===== config.mk =====
export PLATFORM = sky130hd
export DESIGN_NAME = ir_pulse_distance_receiver_top_flat
export DESIGN_NICKNAME = d
export VERILOG_FILES = /design/src/rtl/core/irpd_pkg.sv /design/src/rtl/core/irpd_edge_if.sv /design/src/rtl/core/irpd_frame_if.sv /design/src/rtl/core/irpd_interval.sv /design/src/rtl/core/irpd_assembler.sv /design/src/rtl/core/ir_pulse_distance_receiver_top.sv /design/src/flat_wrapper.sv
export SDC_FILE = /design/constraint.sdc
export NUM_CORES = 1
export LEC_CHECK = 0
export BUFFER_PORTS_ARGS = -buffer_cell sky130_fd_sc_hd__buf_2
export CAP_MARGIN = 10
export CORE_ASPECT_RATIO = 0.8
export CORE_UTILIZATION = 45
export DETAILED_ROUTE_END_ITERATION = 12
export PLACE_DENSITY = 0.76
export SLEW_MARGIN = 5
export SYNTH_ARGS = -nofsm -noshare
export SYNTH_HDL_FRONTEND = slang
export SYNTH_SLANG_ARGS = --single-unit

===== constraint.sdc =====
create_clock -name clk -period 5.1 [get_ports clk]
set_clock_uncertainty 0.2 [all_clocks]
set_input_delay 0.255 -clock clk [delete_from_list [all_inputs] [get_ports clk]]
set_output_delay 0.255 -clock clk [all_outputs]
set_load 0.01 [all_outputs]

===== src/rtl/core/irpd_pkg.sv =====
// Package for the IR pulse-distance receiver.
// Holds frame geometry, interval classes, register indexes and shared types.
// No dependencies.
package irpd_pkg;

	localparam int FRAME_BITS = 16;
	localparam int CNT_W      = $clog2(FRAME_BITS);
	localparam int WORD_W     = 16;
	localparam int TIME_W     = 32;
	localparam int THR_W      = 16;
	localparam int CFG_IDX_W  = 2;

	localparam logic [CFG_IDX_W-1:0] REG_MIN_VALID = 2'd0;
	localparam logic [CFG_IDX_W-1:0] REG_MAX_ZERO  = 2'd1;
	localparam logic [CFG_IDX_W-1:0] REG_MAX_ONE   = 2'd2;
	localparam logic [CFG_IDX_W-1:0] REG_MAX_START = 2'd3;

	localparam logic [THR_W-1:0] RST_MIN_VALID = 16'd316;
	localparam logic [THR_W-1:0] RST_MAX_ZERO  = 16'd526;
	localparam logic [THR_W-1:0] RST_MAX_ONE   = 16'd947;
	localparam logic [THR_W-1:0] RST_MAX_START = 16'd1597;

	typedef logic [TIME_W-1:0] time_t;
	typedef logic [THR_W-1:0]  thr_t;
	typedef logic [WORD_W-1:0] word_t;

	typedef enum logic [1:0] {
		CLS_ERR,
		CLS_ZERO,
		CLS_ONE,
		CLS_START
	} class_t;

	typedef struct packed {
		thr_t min_valid;
		thr_t max_zero;
		thr_t max_one;
		thr_t max_start;
	} thresholds_t;

	typedef struct packed {
		logic   valid;
		class_t cls;
	} step_t;

endpackage


===== src/rtl/core/irpd_edge_if.sv =====
// Edge event channel: valid/ready handshake with level and timestamp.
// Depends on irpd_pkg.
interface irpd_edge_if;
	logic             valid;
	logic             ready;
	logic             edge_level;
	irpd_pkg::time_t  time_us;

	modport source (output valid, output edge_level, output time_us, input ready);
	modport sink (input valid, input edge_level, input time_us, output ready);
endinterface


===== src/rtl/core/irpd_frame_if.sv =====
// Frame word channel: valid/ready handshake with the collected frame bits.
// Depends on irpd_pkg.
interface irpd_frame_if;
	logic             valid;
	logic             ready;
	irpd_pkg::word_t  frame_bits;

	modport source (output valid, output frame_bits, input ready);
	modport sink (input valid, input frame_bits, output ready);
endinterface


===== src/rtl/core/irpd_interval.sv =====
// Interval measurement: holds the last rising edge time and classifies
// the interval to the current rising edge. Depends on irpd_pkg.
module irpd_interval (
	input  logic                   clk,
	input  logic                   arst_n,
	input  logic                   rise,
	input  irpd_pkg::time_t        time_us,
	input  irpd_pkg::thresholds_t  thr,
	output irpd_pkg::step_t        step
);
	import irpd_pkg::*;

	time_t  prev_rise_q;
	time_t  interval;
	class_t cls;

	assign interval = time_us - prev_rise_q;

	always_comb begin
		priority if (interval < TIME_W'(thr.min_valid)) begin
			cls = CLS_ERR;
		end else if (interval <= TIME_W'(thr.max_zero)) begin
			cls = CLS_ZERO;
		end else if (interval <= TIME_W'(thr.max_one)) begin
			cls = CLS_ONE;
		end else if (interval <= TIME_W'(thr.max_start)) begin
			cls = CLS_START;
		end else begin
			cls = CLS_ERR;
		end
	end

	assign step.valid = rise;
	assign step.cls   = cls;

	always_ff @(posedge clk or negedge arst_n) begin
		if (!arst_n) begin
			prev_rise_q <= '0;
		end else if (rise) begin
			prev_rise_q <= time_us;
		end
	end

endmodule


===== src/rtl/core/irpd_assembler.sv =====
// Frame assembly: bit slots, slot counter and the frame output register.
// Depends on irpd_pkg and irpd_frame_if.
module irpd_assembler (
	input  logic               clk,
	input  logic               arst_n,
	input  irpd_pkg::step_t    step,
	output logic               take,
	irpd_frame_if.source       frame_out
);
	import irpd_pkg::*;

	logic [FRAME_BITS-1:0] slots_q;
	logic [FRAME_BITS-1:0] slots_d;
	logic [CNT_W-1:0]      slot_cnt_q;
	logic [CNT_W:0]        cnt_next;
	logic                  restart;
	logic                  emit;
	logic                  out_valid_q;
	word_t                 frame_q;
	word_t                 frame_d;
	logic                  upd;

	assign take    = !out_valid_q || frame_out.ready;
	assign upd     = step.valid && take;
	assign restart = (step.cls == CLS_START) || (step.cls == CLS_ERR);

	always_comb begin
		slots_d             = slots_q;
		slots_d[slot_cnt_q] = (step.cls == CLS_ONE);
	end

	assign cnt_next = restart ? (CNT_W+1)'(1) : ({1'b0, slot_cnt_q} + (CNT_W+1)'(1));
	assign emit     = (cnt_next == (CNT_W+1)'(FRAME_BITS));

	for (genvar i = 0; i < WORD_W; i++) begin : g_word
		if (i < FRAME_BITS) begin : g_bit
			assign frame_d[i] = slots_d[i];
		end else begin : g_pad
			assign frame_d[i] = 1'b0;
		end
	end

	always_ff @(posedge clk or negedge arst_n) begin
		if (!arst_n) begin
			slots_q     <= '0;
			slot_cnt_q  <= '0;
			out_valid_q <= 1'b0;
		end else begin
			if (upd) begin
				slots_q    <= slots_d;
				slot_cnt_q <= emit ? '0 : cnt_next[CNT_W-1:0];
			end
			if (take) begin
				out_valid_q <= upd && emit;
			end
		end
	end

	always_ff @(posedge clk) begin
		if (upd && emit) begin
			frame_q <= frame_d;
		end
	end

	assign frame_out.valid      = out_valid_q;
	assign frame_out.frame_bits = frame_q;

	a_cnt_range: assert property (@(posedge clk) disable iff (!arst_n)
		{1'b0, slot_cnt_q} < (CNT_W+1)'(FRAME_BITS))
		else $error("slot counter out of range");

	a_emit_clears: assert property (@(posedge clk) disable iff (!arst_n)
		(upd && emit) |=> (slot_cnt_q == '0) && out_valid_q)
		else $error("frame emitted without clearing the counter");

	a_restart_cnt: assert property (@(posedge clk) disable iff (!arst_n)
		(upd && restart && !emit) |=> (slot_cnt_q == CNT_W'(1)))
		else $error("start or error did not restart the counter");

	a_one_stored: assert property (@(posedge clk) disable iff (!arst_n)
		(upd && step.cls == CLS_ONE) |=> slots_q[$past(slot_cnt_q)])
		else $error("one bit not stored");

	a_hold_stalled: assert property (@(posedge clk) disable iff (!arst_n)
		(!take) |=> $stable(slot_cnt_q) && $stable(slots_q))
		else $error("state changed while output stalled");

endmodule


===== src/rtl/core/ir_pulse_distance_receiver_top.sv =====
// Top level of the IR pulse-distance receiver: input register, threshold
// registers and the interval and assembly stages. Depends on irpd_pkg,
// irpd_edge_if, irpd_frame_if, irpd_interval and irpd_assembler.
//
//   channel    dir  payload                      transaction when
//   edge_in    in   edge_level, time_us[31:0]    valid && ready
//   frame_out  out  frame_bits[15:0]             valid && ready
//   cfg        in   cfg_index[1:0], cfg_data     cfg_we
//
// An edge is registered on acceptance and processed once take is high;
// the frame word is registered as its completing rising edge is processed.
// One edge per cycle is sustained while frame_out is not stalled.
// A stalled frame word holds the processing stage; the input register still
// takes one more edge. Reset clears the counter, slots, last rise time and
// loads the default thresholds.
module ir_pulse_distance_receiver_top (
	input  logic                             clk,
	input  logic                             arst_n,
	irpd_edge_if.sink                        edge_in,
	irpd_frame_if.source                     frame_out,
	input  logic                             cfg_we,
	input  logic [irpd_pkg::CFG_IDX_W-1:0]   cfg_index,
	input  irpd_pkg::thr_t                   cfg_data
);
	import irpd_pkg::*;

	thresholds_t thr_q;
	logic        valid_s1;
	logic        level_s1;
	time_t       time_s1;
	logic        take;
	logic        rise;
	step_t       step;
	logic        accept;

	always_ff @(posedge clk or negedge arst_n) begin
		if (!arst_n) begin
			thr_q.min_valid <= RST_MIN_VALID;
			thr_q.max_zero  <= RST_MAX_ZERO;
			thr_q.max_one   <= RST_MAX_ONE;
			thr_q.max_start <= RST_MAX_START;
		end else if (cfg_we) begin
			unique case (cfg_index)
				REG_MIN_VALID: thr_q.min_valid <= cfg_data;
				REG_MAX_ZERO:  thr_q.max_zero  <= cfg_data;
				REG_MAX_ONE:   thr_q.max_one   <= cfg_data;
				REG_MAX_START: thr_q.max_start <= cfg_data;
			endcase
		end
	end

	assign edge_in.ready = !valid_s1 || take;
	assign accept        = edge_in.valid && edge_in.ready;

	always_ff @(posedge clk or negedge arst_n) begin
		if (!arst_n) begin
			valid_s1 <= 1'b0;
		end else if (accept) begin
			valid_s1 <= 1'b1;
		end else if (take) begin
			valid_s1 <= 1'b0;
		end
	end

	always_ff @(posedge clk) begin
		if (accept) begin
			level_s1 <= edge_in.edge_level;
			time_s1  <= edge_in.time_us;
		end
	end

	assign rise = valid_s1 && level_s1 && take;

	irpd_interval u_interval (
		.clk     (clk),
		.arst_n  (arst_n),
		.rise    (rise),
		.time_us (time_s1),
		.thr     (thr_q),
		.step    (step)
	);

	irpd_assembler u_assembler (
		.clk       (clk),
		.arst_n    (arst_n),
		.step      (step),
		.take      (take),
		.frame_out (frame_out)
	);

endmodule

===== src/flat_wrapper.sv =====
// flat-port wrapper written by rule: the top's interface ports become plain ports
module ir_pulse_distance_receiver_top_flat import irpd_pkg::*;
  (clk, arst_n, cfg_we, cfg_index, cfg_data, edge_in_valid, edge_in_edge_level, edge_in_time_us, edge_in_ready, frame_out_valid, frame_out_frame_bits, frame_out_ready);
  irpd_edge_if edge_in_i ();
  irpd_frame_if frame_out_i ();
  input  logic clk;
  input  logic arst_n;
  input  logic cfg_we;
  input  logic [irpd_pkg::CFG_IDX_W-1:0] cfg_index;
  input  irpd_pkg::thr_t cfg_data;
  input wire logic [$bits(edge_in_i.valid)-1:0] edge_in_valid;
  input wire logic [$bits(edge_in_i.edge_level)-1:0] edge_in_edge_level;
  input wire logic [$bits(edge_in_i.time_us)-1:0] edge_in_time_us;
  output wire logic [$bits(edge_in_i.ready)-1:0] edge_in_ready;
  output wire logic [$bits(frame_out_i.valid)-1:0] frame_out_valid;
  output wire logic [$bits(frame_out_i.frame_bits)-1:0] frame_out_frame_bits;
  input wire logic [$bits(frame_out_i.ready)-1:0] frame_out_ready;
  assign edge_in_i.valid = edge_in_valid;
  assign edge_in_i.edge_level = edge_in_edge_level;
  assign edge_in_i.time_us = edge_in_time_us;
  assign edge_in_ready = edge_in_i.ready;
  assign frame_out_valid = frame_out_i.valid;
  assign frame_out_frame_bits = frame_out_i.frame_bits;
  assign frame_out_i.ready = frame_out_ready;
  ir_pulse_distance_receiver_top u_core (.clk(clk), .arst_n(arst_n), .edge_in(edge_in_i), .frame_out(frame_out_i), .cfg_we(cfg_we), .cfg_index(cfg_index), .cfg_data(cfg_data));
endmodule

==> impl_metrics.ini <==
[outcome]
run_status = finished, violations left
violations = negative setup slack

[power]
power.share.switching = 0.362
power-per-cell-area_nw_per_um2 = 422
vdd_drop_max_v = 0.000233
power_leakage_nw = 5.65
switching_power_mw = 1.88
comb_power_share = 0.432
power.share.clock = 0.248
power_report.internal_total_mw = 3.30
seqPwrFrac = 0.320

[timing]
rsz0062_at_grt = true
achievable-frequency_ghz = 0.195
tightestPinTransition_ps = 1020
post-route-period-util = 1.00
max-slew-margin-rel = 0.319
setup_slack_ps = -24.2
report.final.setup_viol = 18
min_period_ps = 5120
hold_viol_final = 0
finalMaxSlewViolations = 0

[synthesis]
ys.warnings.count = 0
synth_flop_cell = sky130_fd_sc_hd__dfrtp_1
dominant_combinational_cell_family_by_area_after_synthesis = multiplexers
synth_simple_gate_area_share = 0.105
synth_xor_area_frac = 0.0185
synth_edf_count = 49
synth.mux.area_fraction = 0.128
mean_area_per_synthesized_cell_um2 = 10.7
synth_compound_gate_area_share = 0.125
ys_seq_elements = 167
mappedNetlistArea_um2 = 9960
synth_fa_ha_area_frac = 0.126
synth_sequential_area_ratio = 0.447
syn_nets = 1084
ys_async_sr_fraction = 0.707
syn-instance-count = 928
yosys.cell_types.count = 70

[critical_path]
rr_endpoint = u_core.u_assembler.frame_out.frame_bits[10]
setup.reg_to_reg.worst_slack_ps = -20
path_class = reg -> reg
critical_path.top_delay_family = simple AND/OR/NAND/NOR gates
crit_path_top_delay_cell = sky130_fd_sc_hd__or3_2
worst_ep_required_time_ps = 5060
critPathMaxStageDelay_ps = 480
timing.critical_path.arrival_ps = 5090
type_of_element_capturing_the_critical_path = register
worst-r2r-cell-count = 20
cp-endpoint = u_core.u_assembler.frame_out.frame_bits[10]
timing.critical_path.fanout_max = 12
path_cells = ha_1, and3b_4, or3_2, a31o_2, nand3_1, nand2_1, xnor2_1, ha_1, o21ai_1, a2111oi_4, o21ai_1, a311o_1, a211oi_2, and4_4, and4_4, ha_4, nor2_4, nand3_2, inv_2, buf_12
worst_setup_path_startpoint = u_core.time_s1[2]
cp.depth = 20
critical_path_buf_inv_count = 2
rr_startpoint = u_core.time_s1[2]
startpoint_type = register

[global_routing]
antenna_found_initial = 0
globalRouteOverflowTotal = 0
grt_pass1_wl_mm = 37.5
grt_start_max_net_pins = 62
grtUsageTotal = 0.210
first_global_vias = 7545

[cells_and_area]
final_core_utilization = 0.568
final-seq-area_um2 = 4450
area_delta_synth_final_pct = 23.2
layout.cells.most_common_list = 104 x sky130_fd_sc_hd__mux2_2, 99 x sky130_fd_sc_hd__inv_1, 97 x sky130_fd_sc_hd__ha_1
layout_commonest_cell = sky130_fd_sc_hd__mux2_2
diodes = 0
final_net_count = 1253
count_of_fill_cells_added_during_filler_insertion = 1777
post_route_cells_drive_above_1_share = 0.304
area_of_the_multi_input_gates_um2 = 5170

[worst_hold_path]
timing.hold.worst.class = in -> reg

[detailed_routing]
met2RoutedLength_mm = 10.3
dr.pass1.iters = 5
initialDrtViolationCount = 592
drt-wirelength-per-cell_um = 16.4
detail_route.wirelength.met1_mm = 11.0
remaining_drc_errors = 0
route.vias.total = 7491
route.met3.wl_mm = 1.14
viasPerCell = 5.41
route.top_layer_used = met4
route.final.wire_length_mm = 22.8
detail-route-antenna-nets = 0

[die]
dieArea_um2 = 22700
rows = 48
die_h_um = 135
initial_core_util = 0.461
die_w_um = 168
core_um2 = 21600
ioPinCount = 74

[job]
max_cap_violation_count = 0

[clocking]
number_of_clock_buffers_inserted_by_tritoncts = 17
numClockSinks = 167
worstSkewPairLatency_ps = 440
max-clock-path-buffers = 2
ctsHtreeMaxLevel = 4
clk_transition_reported_paths_ps = 70
cts-root-buf = sky130_fd_sc_hd__clkbuf_16
tritoncts = yes

[placed_design]
buffer_ports.inserted = 73
dp_hpwl_mm = 16.3
placement.setup.worst_slack_ps = -520
routabilityCongestion = 0.917
## worst min-delay path by stage
stage	start	end	slack, ps	cells past startpoint
finish	cfg_index[1]	u_core.thr_q[56]	190	5
detailed placement	arst_n	u_core.thr_q[18]	190	1
floorplan	arst_n	u_core.thr_q[11]	-240	0
CTS	cfg_index[1]	u_core.thr_q[56]	170	5
global placement	arst_n	u_core.thr_q[18]	190	1
global route	cfg_index[1]	u_core.thr_q[52]	210	5
## final cells by class
cell class	instances	area share
clock buffers	19	0.0353
multi-input cells	628	0.421
clock inverters	13	0.0116
well taps	275	0.0280
repair buffers	181	0.110
flip-flops and latches	167	0.363
inverters	102	0.0312
## sequential cells by signal, indices dropped and copies added (netlist names)
name and count:
u_core.u_assembler.slot_cnt_q 4, u_core.u_assembler.frame_out.valid 1, u_core.level_s1 1, u_core.u_assembler.frame_out.frame_bits 16
u_core.thr_q 64, u_core.u_assembler.slots_q 16, u_core.time_s1 32, u_core.u_interval.prev_rise_q 32
u_core.valid_s1 1
## timing repair
action	in CTS	in global routing
setup buffers	7	8
gates resized for setup	30	19
gates cloned	0	0
endpoints found under the hold margin	148	0
pin swaps	5	5
setup endpoints to repair	53	53
hold buffers	53	0
## power groups by stage
stage | Clock, mW | Combinational, mW | Sequential, mW
detailed placement | 0 | 2.04 | 1.68
finish | 1.28 | 2.24 | 1.66
floorplan | 0 | 1.42 | 1.65
global route | 1.35 | 2.51 | 1.68
CTS | 1.31 | 2.17 | 1.66
global placement | 0 | 2.00 | 1.67
## synth_stat cells, types with 20 or more instances
library cell               count  area, um^2
sky130_fd_sc_hd__o21ai_0      59         295
sky130_fd_sc_hd__inv_1       102         383
sky130_fd_sc_hd__ha_1         99        1240
sky130_fd_sc_hd__dfstp_2      23         604
sky130_fd_sc_hd__a21o_1       20         150
sky130_fd_sc_hd__nand2_1      67         251
sky130_fd_sc_hd__clkbuf_1     22        82.6
sky130_fd_sc_hd__mux2_2      112        1260
sky130_fd_sc_hd__edfxtp_1     49        1470
sky130_fd_sc_hd__nor2_1       22        82.6
sky130_fd_sc_hd__a21oi_1      47         235
sky130_fd_sc_hd__nand4_1      22         138
sky130_fd_sc_hd__dfrtp_1      95        2380
## metal layers
layer	GRT usage	up-vias
met5	0	-
met4	0.0631	0
met3	0.0396	23
met2	0.332	194
met1	0.295	3582
li1	-	3692
## logic make-up (layout without fill, tap and decap cells)
group	after synthesis	count (layout)
mux	113	113
flops	167	167
compound gates	192	192
xor+xnor	21	21
buf+inv	133	315
fa+ha+maj	100	100
simple gates	202	202
## per-stage QoR
step / hold WS (ps) / TNS, ps / power, mW / cell area, um^2 / cells
CTS: 172 / -260 / 5.13 / 12200 / 1378
floorplan: -241 / 0 / 3.07 / 9960 / 928
global placement: 187 / -9630 / 3.67 / 10900 / 1286
detailed placement: 189 / -21980 / 3.72 / 10900 / 1286
global route: 213 / -9170 / 5.54 / 12300 / 1385
finish: 186 / -308 / 5.18 / 12300 / 1385
## tightest hold or removal path, stage by stage
cell and delay [ps]:
sky130_fd_sc_hd__buf_2 110, sky130_fd_sc_hd__nor3b_2 50, sky130_fd_sc_hd__buf_4 230, sky130_fd_sc_hd__nand2_1 100, sky130_fd_sc_hd__o21ai_0 60
Power figures use the tool's default switching activity.
